**src/rtl/rpdf_pkg.sv**
```systemverilog
// rpdf_pkg: shared constants for the radio packet duplicate filter
// packet geometry, register reset values, register indexes and verdict codes
// no dependencies
`timescale 1ns / 1ps

package rpdf_pkg;

   // packet geometry
   localparam int PACKET_BYTES     = 32;
   localparam int PACKET_BITS      = PACKET_BYTES * 8;
   localparam int LENGTH_OVERHEAD  = 4;
   localparam int SPAN_W           = 9;
   localparam int HISTORY_DEPTH    = 8;

   // configuration registers
   localparam int           CSR_ADDR_W         = 3;
   localparam int           CSR_DATA_W         = 32;
   localparam logic         CSR_IDX_HEADER     = 1'b0;
   localparam logic         CSR_IDX_MAX_LENGTH = 1'b1;
   localparam logic [7:0]   HEADER_RESET       = 8'hC0;
   localparam logic [4:0]   MAX_LENGTH_RESET   = 5'd28;

   // verdict codes
   localparam logic [1:0] VERDICT_NOISE     = 2'd0;
   localparam logic [1:0] VERDICT_INVALID   = 2'd1;
   localparam logic [1:0] VERDICT_DUPLICATE = 2'd2;
   localparam logic [1:0] VERDICT_ACCEPTED  = 2'd3;

   // result item width: verdict, evicted, stored_count, padded to a byte
   localparam int RSP_FIELDS_W = 7;
   localparam int RSP_DATA_W   = 8;

endpackage

```
**src/rtl/radio_packet_dedup_filter.sv**
```systemverilog
// radio_packet_dedup_filter: top level of the radio packet duplicate filter
// holds the history memory, its scan sequencer and the apb register file
// depends on rpdf_pkg
`timescale 1ns / 1ps

// Each input item is one 32-byte radio packet (four 64-bit words in req_tdata,
// byte 0 in bits 7:0) plus the upstream crc pass flag in req_tuser. A packet is
// sane when byte 0 equals the header register and byte 1 (length) is at most
// the length register; it is checked against every held history entry over
// bytes 0 to length+3 (capped at the packet end). Valid new packets go into a
// ring of HISTORY_DEPTH entries, evicting the oldest when full. One result item
// comes back per packet: verdict, evicted flag and the number of held entries.
// The history sits in a single memory with one read port, read one entry per
// cycle, so a packet holds the block through a scan of every held entry and a
// done state before the next one is accepted, and longer while the previous
// result still waits untaken. A finished result waits in an output register,
// so the next packet can be accepted while it is not yet taken. The history
// needs no clearing after reset: only entries below the fill count are ever
// read. Registers are on a 32-bit apb port: header value at byte address 0,
// max length at 4.
module radio_packet_dedup_filter #(
   parameter int HISTORY_DEPTH = rpdf_pkg::HISTORY_DEPTH
) (
   input  logic                               clock,
   input  logic                               reset,
   // request channel
   input  logic                               req_tvalid,
   output logic                               req_tready,
   // packet_word0 [63:0], packet_word1 [127:64], packet_word2 [191:128],
   // packet_word3 [255:192]
   input  logic [rpdf_pkg::PACKET_BITS-1:0]   req_tdata,
   // crc_ok [0]
   input  logic                               req_tuser,
   // response channel
   output logic                               rsp_tvalid,
   input  logic                               rsp_tready,
   // verdict [1:0], evicted [2], stored_count [6:3], zero [7]
   output logic [rpdf_pkg::RSP_DATA_W-1:0]    rsp_tdata,
   // configuration port
   input  logic                               csr_psel,
   input  logic                               csr_penable,
   input  logic                               csr_pwrite,
   input  logic [rpdf_pkg::CSR_ADDR_W-1:0]    csr_paddr,
   input  logic [rpdf_pkg::CSR_DATA_W-1:0]    csr_pwdata,
   output logic [rpdf_pkg::CSR_DATA_W-1:0]    csr_prdata,
   output logic                               csr_pready
);

   localparam int SLOT_W = (HISTORY_DEPTH > 1) ? $clog2(HISTORY_DEPTH) : 1;
   localparam int CNT_W  = $clog2(HISTORY_DEPTH + 1);
   localparam int PB     = rpdf_pkg::PACKET_BITS;

   localparam logic [CNT_W-1:0]  DEPTH_CNT  = CNT_W'(HISTORY_DEPTH);
   localparam logic [SLOT_W-1:0] LAST_SLOT  = SLOT_W'(HISTORY_DEPTH - 1);
   localparam logic [CNT_W:0]    DEPTH_SUM  = (CNT_W + 1)'(HISTORY_DEPTH);

   // sequencer states
   localparam logic [1:0] ST_IDLE = 2'd0;
   localparam logic [1:0] ST_SCAN = 2'd1;
   localparam logic [1:0] ST_DONE = 2'd2;

   // ---------------------------------------------------------------------
   // configuration registers
   // ---------------------------------------------------------------------
   logic [7:0] header_ff, header_in;
   logic [4:0] max_len_ff, max_len_in;
   logic       csr_write;

   assign csr_pready = 1'b1;
   assign csr_write  = csr_psel & csr_penable & csr_pwrite & csr_pready;

   always_comb begin
      header_in  = header_ff;
      max_len_in = max_len_ff;
      if (csr_write) begin
         // register index is the word address; byte offset bits are ignored
         case (csr_paddr[2])
            rpdf_pkg::CSR_IDX_HEADER:     header_in  = csr_pwdata[7:0];
            rpdf_pkg::CSR_IDX_MAX_LENGTH: max_len_in = csr_pwdata[4:0];
            default: begin
               header_in  = header_ff;
               max_len_in = max_len_ff;
            end
         endcase
      end
   end

   always_comb begin
      case (csr_paddr[2])
         rpdf_pkg::CSR_IDX_HEADER:     csr_prdata = {24'd0, header_ff};
         rpdf_pkg::CSR_IDX_MAX_LENGTH: csr_prdata = {27'd0, max_len_ff};
         default:                      csr_prdata = '0;
      endcase
   end

   always_ff @(posedge clock) begin
      if (reset) begin
         header_ff  <= rpdf_pkg::HEADER_RESET;
         max_len_ff <= rpdf_pkg::MAX_LENGTH_RESET;
      end else begin
         header_ff  <= header_in;
         max_len_ff <= max_len_in;
      end
   end

   // ---------------------------------------------------------------------
   // packet capture and scan sequencer
   // ---------------------------------------------------------------------
   logic [1:0]        state_ff, state_in;
   logic [PB-1:0]     pkt_ff, pkt_in;
   logic [PB-1:0]     mask_ff, mask_in;
   logic              sane_ff, sane_in;
   logic              crc_ff, crc_in;
   logic              hit_ff, hit_in;
   logic              rd_pend_ff, rd_pend_in;
   logic [CNT_W-1:0]  issued_ff, issued_in;
   logic [SLOT_W-1:0] ptr_ff, ptr_in;
   logic [CNT_W-1:0]  count_ff, count_in;
   logic [SLOT_W-1:0] oldest_ff, oldest_in;
   logic              rsp_valid_ff, rsp_valid_in;
   logic [rpdf_pkg::RSP_FIELDS_W-1:0] rsp_fields_ff, rsp_fields_in;

   logic                      req_take;
   logic                      rsp_free;
   logic                      entry_match;
   logic [7:0]                req_len;
   logic [rpdf_pkg::SPAN_W-1:0] req_span;
   logic [CNT_W:0]            fill_sum;
   logic [SLOT_W-1:0]         fill_slot;
   logic [1:0]                verdict;
   logic                      evict;
   logic [CNT_W+3:0]          count_wide;

   // ---------------------------------------------------------------------
   // history memory: one entry per packet, one read and one write port
   // ---------------------------------------------------------------------
   logic [PB-1:0]     hist_mem [HISTORY_DEPTH];
   logic [PB-1:0]     rd_data_ff;
   logic              rd_en;
   logic [SLOT_W-1:0] rd_addr;
   logic              wr_en;
   logic [SLOT_W-1:0] wr_addr;

   always_ff @(posedge clock) begin
      if (rd_en) begin
         rd_data_ff <= hist_mem[rd_addr];
      end
   end

   always_ff @(posedge clock) begin
      if (wr_en) begin
         hist_mem[wr_addr] <= pkt_ff;
      end
   end

   assign req_tready = (state_ff == ST_IDLE);
   assign req_take   = req_tvalid & req_tready;
   assign rsp_free   = ~rsp_valid_ff | rsp_tready;

   // compare span: length byte plus header overhead, capped at the packet end
   assign req_len = req_tdata[15:8];
   always_comb begin
      req_span = rpdf_pkg::SPAN_W'(req_len) + rpdf_pkg::SPAN_W'(rpdf_pkg::LENGTH_OVERHEAD);
      if (req_span > rpdf_pkg::SPAN_W'(rpdf_pkg::PACKET_BYTES)) begin
         req_span = rpdf_pkg::SPAN_W'(rpdf_pkg::PACKET_BYTES);
      end
      for (int b = 0; b < rpdf_pkg::PACKET_BYTES; b++) begin
         mask_in[b*8 +: 8] = {8{rpdf_pkg::SPAN_W'(b) < req_span}};
      end
   end

   // masked compare of the entry read in the previous cycle
   assign entry_match = ~|((rd_data_ff ^ pkt_ff) & mask_ff);

   // next free slot when the ring is not full
   always_comb begin
      fill_sum = {1'b0, CNT_W'(oldest_ff)} + {1'b0, count_ff};
      if (fill_sum >= DEPTH_SUM) begin
         fill_sum = fill_sum - DEPTH_SUM;
      end
      fill_slot = fill_sum[SLOT_W-1:0];
   end

   // verdict from the registered checks and the scan result
   always_comb begin
      if (!sane_ff) begin
         verdict = rpdf_pkg::VERDICT_NOISE;
      end else if (!crc_ff) begin
         verdict = hit_ff ? rpdf_pkg::VERDICT_NOISE : rpdf_pkg::VERDICT_INVALID;
      end else if (hit_ff) begin
         verdict = rpdf_pkg::VERDICT_DUPLICATE;
      end else begin
         verdict = rpdf_pkg::VERDICT_ACCEPTED;
      end
   end

   assign evict = (verdict == rpdf_pkg::VERDICT_ACCEPTED) && (count_ff == DEPTH_CNT);

   always_comb begin
      state_in      = state_ff;
      pkt_in        = pkt_ff;
      sane_in       = sane_ff;
      crc_in        = crc_ff;
      hit_in        = hit_ff;
      rd_pend_in    = 1'b0;
      issued_in     = issued_ff;
      ptr_in        = ptr_ff;
      count_in      = count_ff;
      oldest_in     = oldest_ff;
      rsp_valid_in  = rsp_valid_ff & ~rsp_tready;
      rsp_fields_in = rsp_fields_ff;
      rd_en         = 1'b0;
      rd_addr       = ptr_ff;
      wr_en         = 1'b0;
      wr_addr       = fill_slot;
      count_wide    = '0;

      case (state_ff)
         ST_IDLE: begin
            if (req_take) begin
               pkt_in    = req_tdata;
               sane_in   = (req_tdata[7:0] == header_ff) && (req_len <= {3'd0, max_len_ff});
               crc_in    = req_tuser;
               hit_in    = 1'b0;
               issued_in = '0;
               ptr_in    = oldest_ff;
               state_in  = ST_SCAN;
            end
         end
         ST_SCAN: begin
            // fold in the compare of the entry read last cycle
            hit_in = hit_ff | (rd_pend_ff & entry_match);
            if (issued_ff == count_ff) begin
               state_in = ST_DONE;
            end else begin
               rd_en      = 1'b1;
               rd_pend_in = 1'b1;
               issued_in  = issued_ff + 1'b1;
               ptr_in     = (ptr_ff == LAST_SLOT) ? '0 : ptr_ff + 1'b1;
            end
         end
         ST_DONE: begin
            if (rsp_free) begin
               if (verdict == rpdf_pkg::VERDICT_ACCEPTED) begin
                  wr_en = 1'b1;
                  if (evict) begin
                     // overwrite the oldest entry and age the ring by one
                     wr_addr   = oldest_ff;
                     oldest_in = (oldest_ff == LAST_SLOT) ? '0 : oldest_ff + 1'b1;
                  end else begin
                     count_in = count_ff + 1'b1;
                  end
               end
               count_wide    = {4'd0, count_in};
               rsp_fields_in = {count_wide[3:0], evict, verdict};
               rsp_valid_in  = 1'b1;
               state_in      = ST_IDLE;
            end
         end
         default: begin
            state_in = ST_IDLE;
         end
      endcase
   end

   always_ff @(posedge clock) begin
      if (reset) begin
         state_ff     <= ST_IDLE;
         rd_pend_ff   <= 1'b0;
         count_ff     <= '0;
         oldest_ff    <= '0;
         rsp_valid_ff <= 1'b0;
      end else begin
         state_ff     <= state_in;
         rd_pend_ff   <= rd_pend_in;
         count_ff     <= count_in;
         oldest_ff    <= oldest_in;
         rsp_valid_ff <= rsp_valid_in;
      end
   end

   // payload and scan bookkeeping, no reset needed
   always_ff @(posedge clock) begin
      pkt_ff        <= pkt_in;
      sane_ff       <= sane_in;
      crc_ff        <= crc_in;
      hit_ff        <= hit_in;
      issued_ff     <= issued_in;
      ptr_ff        <= ptr_in;
      rsp_fields_ff <= rsp_fields_in;
      if (req_take) begin
         mask_ff <= mask_in;
      end
   end

   assign rsp_tvalid = rsp_valid_ff;
   assign rsp_tdata  = {1'b0, rsp_fields_ff};

endmodule

```
**config.mk**
```make
export PLATFORM = sky130hd
export DESIGN_NAME = radio_packet_dedup_filter
export DESIGN_NICKNAME = d
export VERILOG_FILES = /design/src/rtl/rpdf_pkg.sv /design/src/rtl/radio_packet_dedup_filter.sv
export SDC_FILE = /design/constraint.sdc
export NUM_CORES = 2
export LEC_CHECK = 0
export BUFFER_PORTS_ARGS = -buffer_cell sky130_fd_sc_hd__buf_2
export CORE_ASPECT_RATIO = 0.9
export CORE_MARGIN = 4
export CORE_UTILIZATION = 63
export CTS_CLUSTER_SIZE = 20
export DETAILED_ROUTE_END_ITERATION = 7
export PLACE_DENSITY = 0.81
export SYNTH_ARGS = -nofsm -noshare
export SYNTH_HDL_FRONTEND = slang
export SYNTH_SLANG_ARGS = --single-unit
```
**constraint.sdc**
```tcl
create_clock -name clock -period 21.7 [get_ports clock]
set_clock_uncertainty 0.15 [all_clocks]
set_input_delay 1.085 -clock clock [delete_from_list [all_inputs] [get_ports clock]]
set_output_delay 1.085 -clock clock [all_outputs]
set_load 0.005 [all_outputs]
```
=== Yosys cells after proc, flatten, opt, wreduce, memory -nomap -nowiden ===
Memories as Yosys holds them, arrays and structs flattened. A register that Yosys moved wholly into a read port is not among the register bits.
Index checks and enable logic that the tools add are counted.

* Mux-type cells: 36
* Reduce and logical (&&, ||, !) cells: 14
* Order comparisons: 35
* Eq/ne operators: 12
* Add/subtract/negate cells: 7
* Bitwise gates (word level): 12

{| class="wikitable"
|+ Operators by type and width
! cell !! number
|-
| $and 256x256->256 || 1
|-
| $reduce_or 256->1 || 1
|-
| $xor 256x256->256 || 1
|-
| $lt 5x9->1 const A || 16
|-
| $lt 4x9->1 const A || 8
|-
| $pmux 32 s2 || 1
|-
| $lt 3x9->1 const A || 4
|-
| $mux 3 || 9
|-
| $lt 1x9->1 const A || 2
|-
| $lt 2x9->1 const A || 2
|-
| $mux 4 || 4
|-
| $mux 1 || 12
|-
| $mux 2 || 5
|-
| $reduce_and 2->1 || 5
|-
| $add 8x3->9 const B || 1
|-
| $gt 9x6->1 const B || 1
|-
| $mux 9 || 1
|-
| $add 4x1->4 const B || 2
|-
| $eq 8x8->1 || 1
|-
| $le 8x5->1 || 1
|-
| $pmux 4 s2 || 1
|-
| $add 3x1->3 const B || 2
|-
| $eq 3x3->1 const B || 2
|-
| $ne 2x2->1 const B || 3
|-
| other kinds (20) || 30
|}

* Flip-flop bits (word level): 546
* Memories kept: 1
* Bits in writable memories: 2048
* Word-level logic and storage cells: 132
* Output and inout bits: 43
* Input bits: 299

{| class="wikitable"
|+ Memories
! memory !! depth !! width !! rd ports !! clocked after Yosys merged registers in !! write ports !! RTL line !! text
|-
| hist_mem || 8 || 256 || 1 || 1 || 1 || radio_packet_dedup_filter.sv:137 || <nowiki>logic [PB-1:0] hist_mem [HISTORY_DEPTH];</nowiki>
|}

=== Longest topological paths before layout ===
* Depth in word-level cells: 9
* Depth in mapped cells: 11
* Depth with buffers taken out: 11

=== Worst setup path after synthesis ===
Ideal clock, no wire load.

* Path kind: input to register
* Start: input port rsp_tready
* End: memory hist_mem[0][0] (netlist name), enable pin
* Arrival: 12.685 ns
* Stages: 7
* Library setup time: 0.877 ns
* Setup slack: 7.988 ns
* Cells stage by stage: nor2b_1 > nand2b_1 > clkbuf_1 > or3_1 > and3_1 > a21oi_1 > nor2_1

* Word-level cells in the longest chain between the ends: 5
* Elaborated cells between the ends (all ways): 7
* Those cells by class: mux (6); bitwise (1)

{| class="wikitable"
|+ RTL lines
! what !! RTL line !! text
|-
| start: declaration || radio_packet_dedup_filter.sv:36 || <nowiki>input logic rsp_tready,</nowiki>
|-
| $or 1x1->1 * || radio_packet_dedup_filter.sv:158 || <nowiki>assign rsp_free = ~rsp_valid_ff | rsp_tready;</nowiki>
|-
| $mux 1 || radio_packet_dedup_filter.sv:243 || <nowiki>if (rsp_free) begin</nowiki>
|-
| $mux 1 || radio_packet_dedup_filter.sv:218 || <nowiki>case (state_ff)</nowiki>
|-
| $mux 1 || radio_packet_dedup_filter.sv:151 || <nowiki>if (wr_en) begin</nowiki>
|-
| $mux 1 (implied by the code) || radio_packet_dedup_filter.sv:152 || <nowiki>hist_mem[wr_addr] <= pkt_ff;</nowiki>
|-
| end: declaration || radio_packet_dedup_filter.sv:137 ||
|}

Mark *: on every way between the ends. The rest lies on a longest branch, timed or not.

==> flow_summary.yaml <==
run_status:
  status: "completed"
floorplan:
  dieArea_um2: 162900
  core-area_um2: 155300
  initial_core_util: 0.6350
  die_h_um: 383.3
  die_w_um: 425.0
  pin_count: 342
  rows: 137
clock_tree:
  htreeDepth: 4
  clkLatencyLatePin_ns: 0.87
  hold_buffers: 0
  cts_setup_buffers: 0
  cts.sinks: 2633
  clk_pin_slew_worst_paths_ns: 0.07
  cts_buffer_depth: 3
  cts-root-buf: "clkbuf_16"
  ctsResizeCount: 0
  cts_tree: "done"
  cts_made_buffers: 236
timing:
  tns_ns: 0
  finalHoldViolations: 0
  report.final.slew_viol_count: 0
  fmax_mhz: 170.1
  final-setup-viol-count: 0
  slew_headroom: 0.2419
  finalCritPeriodShare: 0.2710
  min_period_ns: 5.880
  rsz0062_at_grt: "false"
  tightest_slew_ns: 1.137
placed_design:
  hpwl_um: 105600
  placed_area_um2: 102600
  dp_cells: 6491
  place.gp.congestion: 0.8045
  io_buffers: 289
setup_path:
  r2r_slack_ns: 15.82
  path_cells: "buf_4, buf_4, buf_4, buf_4, mux4_2, mux2_2"
  crit_start: "ptr_ff[1]"
  cp_slowest_stage_delay_ns: 1.06
  cp.required_ns: 22.17
  cp.arrival_ns: 6.35
  end_kind: "flop"
  r2r_end: "rd_data_ff[149]"
  start_kind: "flop"
  cpMostUsedCell: "buf_4"
  critPathMaxFanout: 66
  r2r-start: "ptr_ff[1]"
  reg2regPathDepth: 6
  slowest_stage: "edfxtp_1"
  path_class: "flop to flop"
finish:
  drive_above_1_share: 0.3085
  fin_area_um2: 110600
  synthToLayoutAreaGrowth_pct: 12.19
  final_cells: 6957
  finalNetCount: 4958
detailed_routing:
  ant_nets: 0
  via_count: 44280
  routedWlPerCell_um: 30.15
  vias_per_cell: 6.364
  routed_wl_um: 209800
  drtIter0Drc: 5396
  drt_pass1_iterations: 6
  drc: 0
yosys:
  synth_area_leaders: "edfxtp_1 79%, mux4_2 12%, mux2_2 3.0%"
  synthArstFlopShare: 0
  syn_area_per_cell_um2: 23.44
  ys_types: 54
  synth_ff_type: "edfxtp_1"
  synth_edf_count: 2609
  yosysTopAreaCellShare: 0.7945
  synth_cells: 4207
  ys_ff_latch: 2633
  ys_seq_area_frac: 0.7994
  netlist_area_um2: 98610
  synth_warnings: 0
  synth_top_area_cell: "edfxtp_1"
flow_run:
  cap_violations: 0
grt:
  grt_max_degree: 140
  antenna_found_initial: 22
  grtUsageMet2: 0.4319
  use_met1: 0.3577
  grtUsageMet3: 0.04233
  grt.total_usage: 0.2624
  grt_overflow: 0
  grt_pass1_vias: 46570
  grt_pass1_wl_um: 311200
  grt-busiest-layer: "met2"
pwr:
  power.density_nw_per_um2: 100.2
  fin_total_pwr_mw: 11.09
  leakage_nw: 34.64
  ir_drop_uv: 106.9
hold_path:
  hp-class: "primary input to flop"
  min_from: "req_tdata[122]"
  whs_endpoint: "pkt_ff[122]"
  hold_depth: 1
## cells in the mapped netlist, drive strengths merged, types with 4 or more instances
cell type / n
a211o: 5
a21oi: 17
buf: 97
clkbuf: 81
dfxtp: 24
edfxtp: 2609
ha: 14
inv: 23
mux2: 262
mux2i: 10
mux4: 512
nand2: 30
nand2b: 6
nand3: 9
nand4: 74
nor2: 45
nor2b: 12
nor3: 7
nor4: 5
o21ai: 54
o31ai: 4
or3: 4
xnor2: 264
xor2: 11
## stage by stage
stage | hold WS [ns] | util | setup slack [ns]
floorplan | 0.3026 | - | 7.988
global placement | 0.3144 | 0.6606 | 16.02
detailed placement | 0.3243 | 0.6606 | 15.97
CTS | 0.1661 | 0.7120 | 15.86
global route | 0.1848 | 0.7123 | 15.68
finish | 0.2357 | 0.7124 | 15.82
## critical path, delay by kind of cell (launching register included)
kind / cells / cell delay (ns)
mux: 2 / 0.73
buf+inv: 4 / 3.36
flops: 1 / 1.06
## cell families (layout without fill, tap and decap cells)
kind of cell / count (synthesis) / count (layout) / share of synthesized area
mux: 784 / 784 / 0.1479
fa+ha+maj: 15 / 15 / 0.001979
flops: 2633 / 2633 / 0.7994
simple gates: 204 / 204 / 0.01160
buf+inv: 201 / 819 / 0.009275
xor+xnor: 275 / 275 / 0.02442
compound gates: 93 / 93 / 0.005392
other cells: 2 / 49 / 0.00007616
## how the worst max path moves through the flow
stage | slack (ns) | cells after the start | end
2_1_floorplan | 7.99 | 7 | hist_mem[0][0]
3_3_place_gp | 16.02 | 6 | rd_data_ff[126]
3_5_place_dp | 15.97 | 6 | rd_data_ff[149]
4_1_cts | 15.86 | 6 | rd_data_ff[147]
5_1_grt | 15.68 | 6 | rd_data_ff[149]
6_report | 15.82 | 6 | rd_data_ff[149]
## metal layers
| metal | vias up | wire [um] |
|---|---|---|
| met5 | - | 39 |
| met4 | 6 | 8952 |
| met3 | 361 | 15360 |
| met2 | 2153 | 107400 |
| met1 | 23420 | 77990 |
| li1 | 18340 | - |
## final cells by class
cell class,instances,area [um2]
flip-flops and latches,2633,78830
fillers,8539,44670
multi-input cells,1397,19020
clock buffers,274,6048
well taps,2085,2609
repair buffers,353,2039
clock inverters,169,1927
inverters,23,103.9
diodes,23,57.56
## power breakdown
part / internal (mW) / total, mW / switching [mW]
clock network: 2.40 / 4.26 / 1.86
registers: 5.78 / 5.91 / 0.129
logic: 0.468 / 0.916 / 0.448
## flip-flops by register name, indices dropped and copies added (netlist names)
name,flops
rd_data_ff,256
issued_ff,4
hit_ff,1
crc_ff,1
oldest_ff,3
hist_mem,2048
rsp_tvalid,1
state_ff,2
count_ff,4
pkt_ff,256
max_len_ff,5
mask_ff,32
sane_ff,1
rd_pend_ff,1
ptr_ff,3
header_ff,8
rsp_fields_ff,7
## cells in the final DEF (no fill, tap or decap), types with 26 or more instances in the layout
cell type | netlist | final
clkbuf_1 | 81 | 38
buf_2 | 48 | 289
nand4_1 | 74 | 74
o21ai_0 | 51 | 51
edfxtp_1 | 2609 | 2609
mux4_2 | 512 | 512
nor2_1 | 41 | 33
xnor2_1 | 264 | 264
clkinv_1 | 0 | 59
buf_4 | 26 | 55
conb_1 | 2 | 26
mux2_2 | 261 | 261
bufinv_16 | 0 | 33
clkinv_2 | 0 | 47
nand2_1 | 29 | 29
clkbuf_16 | 0 | 236
No activity file was read; power rests on OpenSTA's default activity.
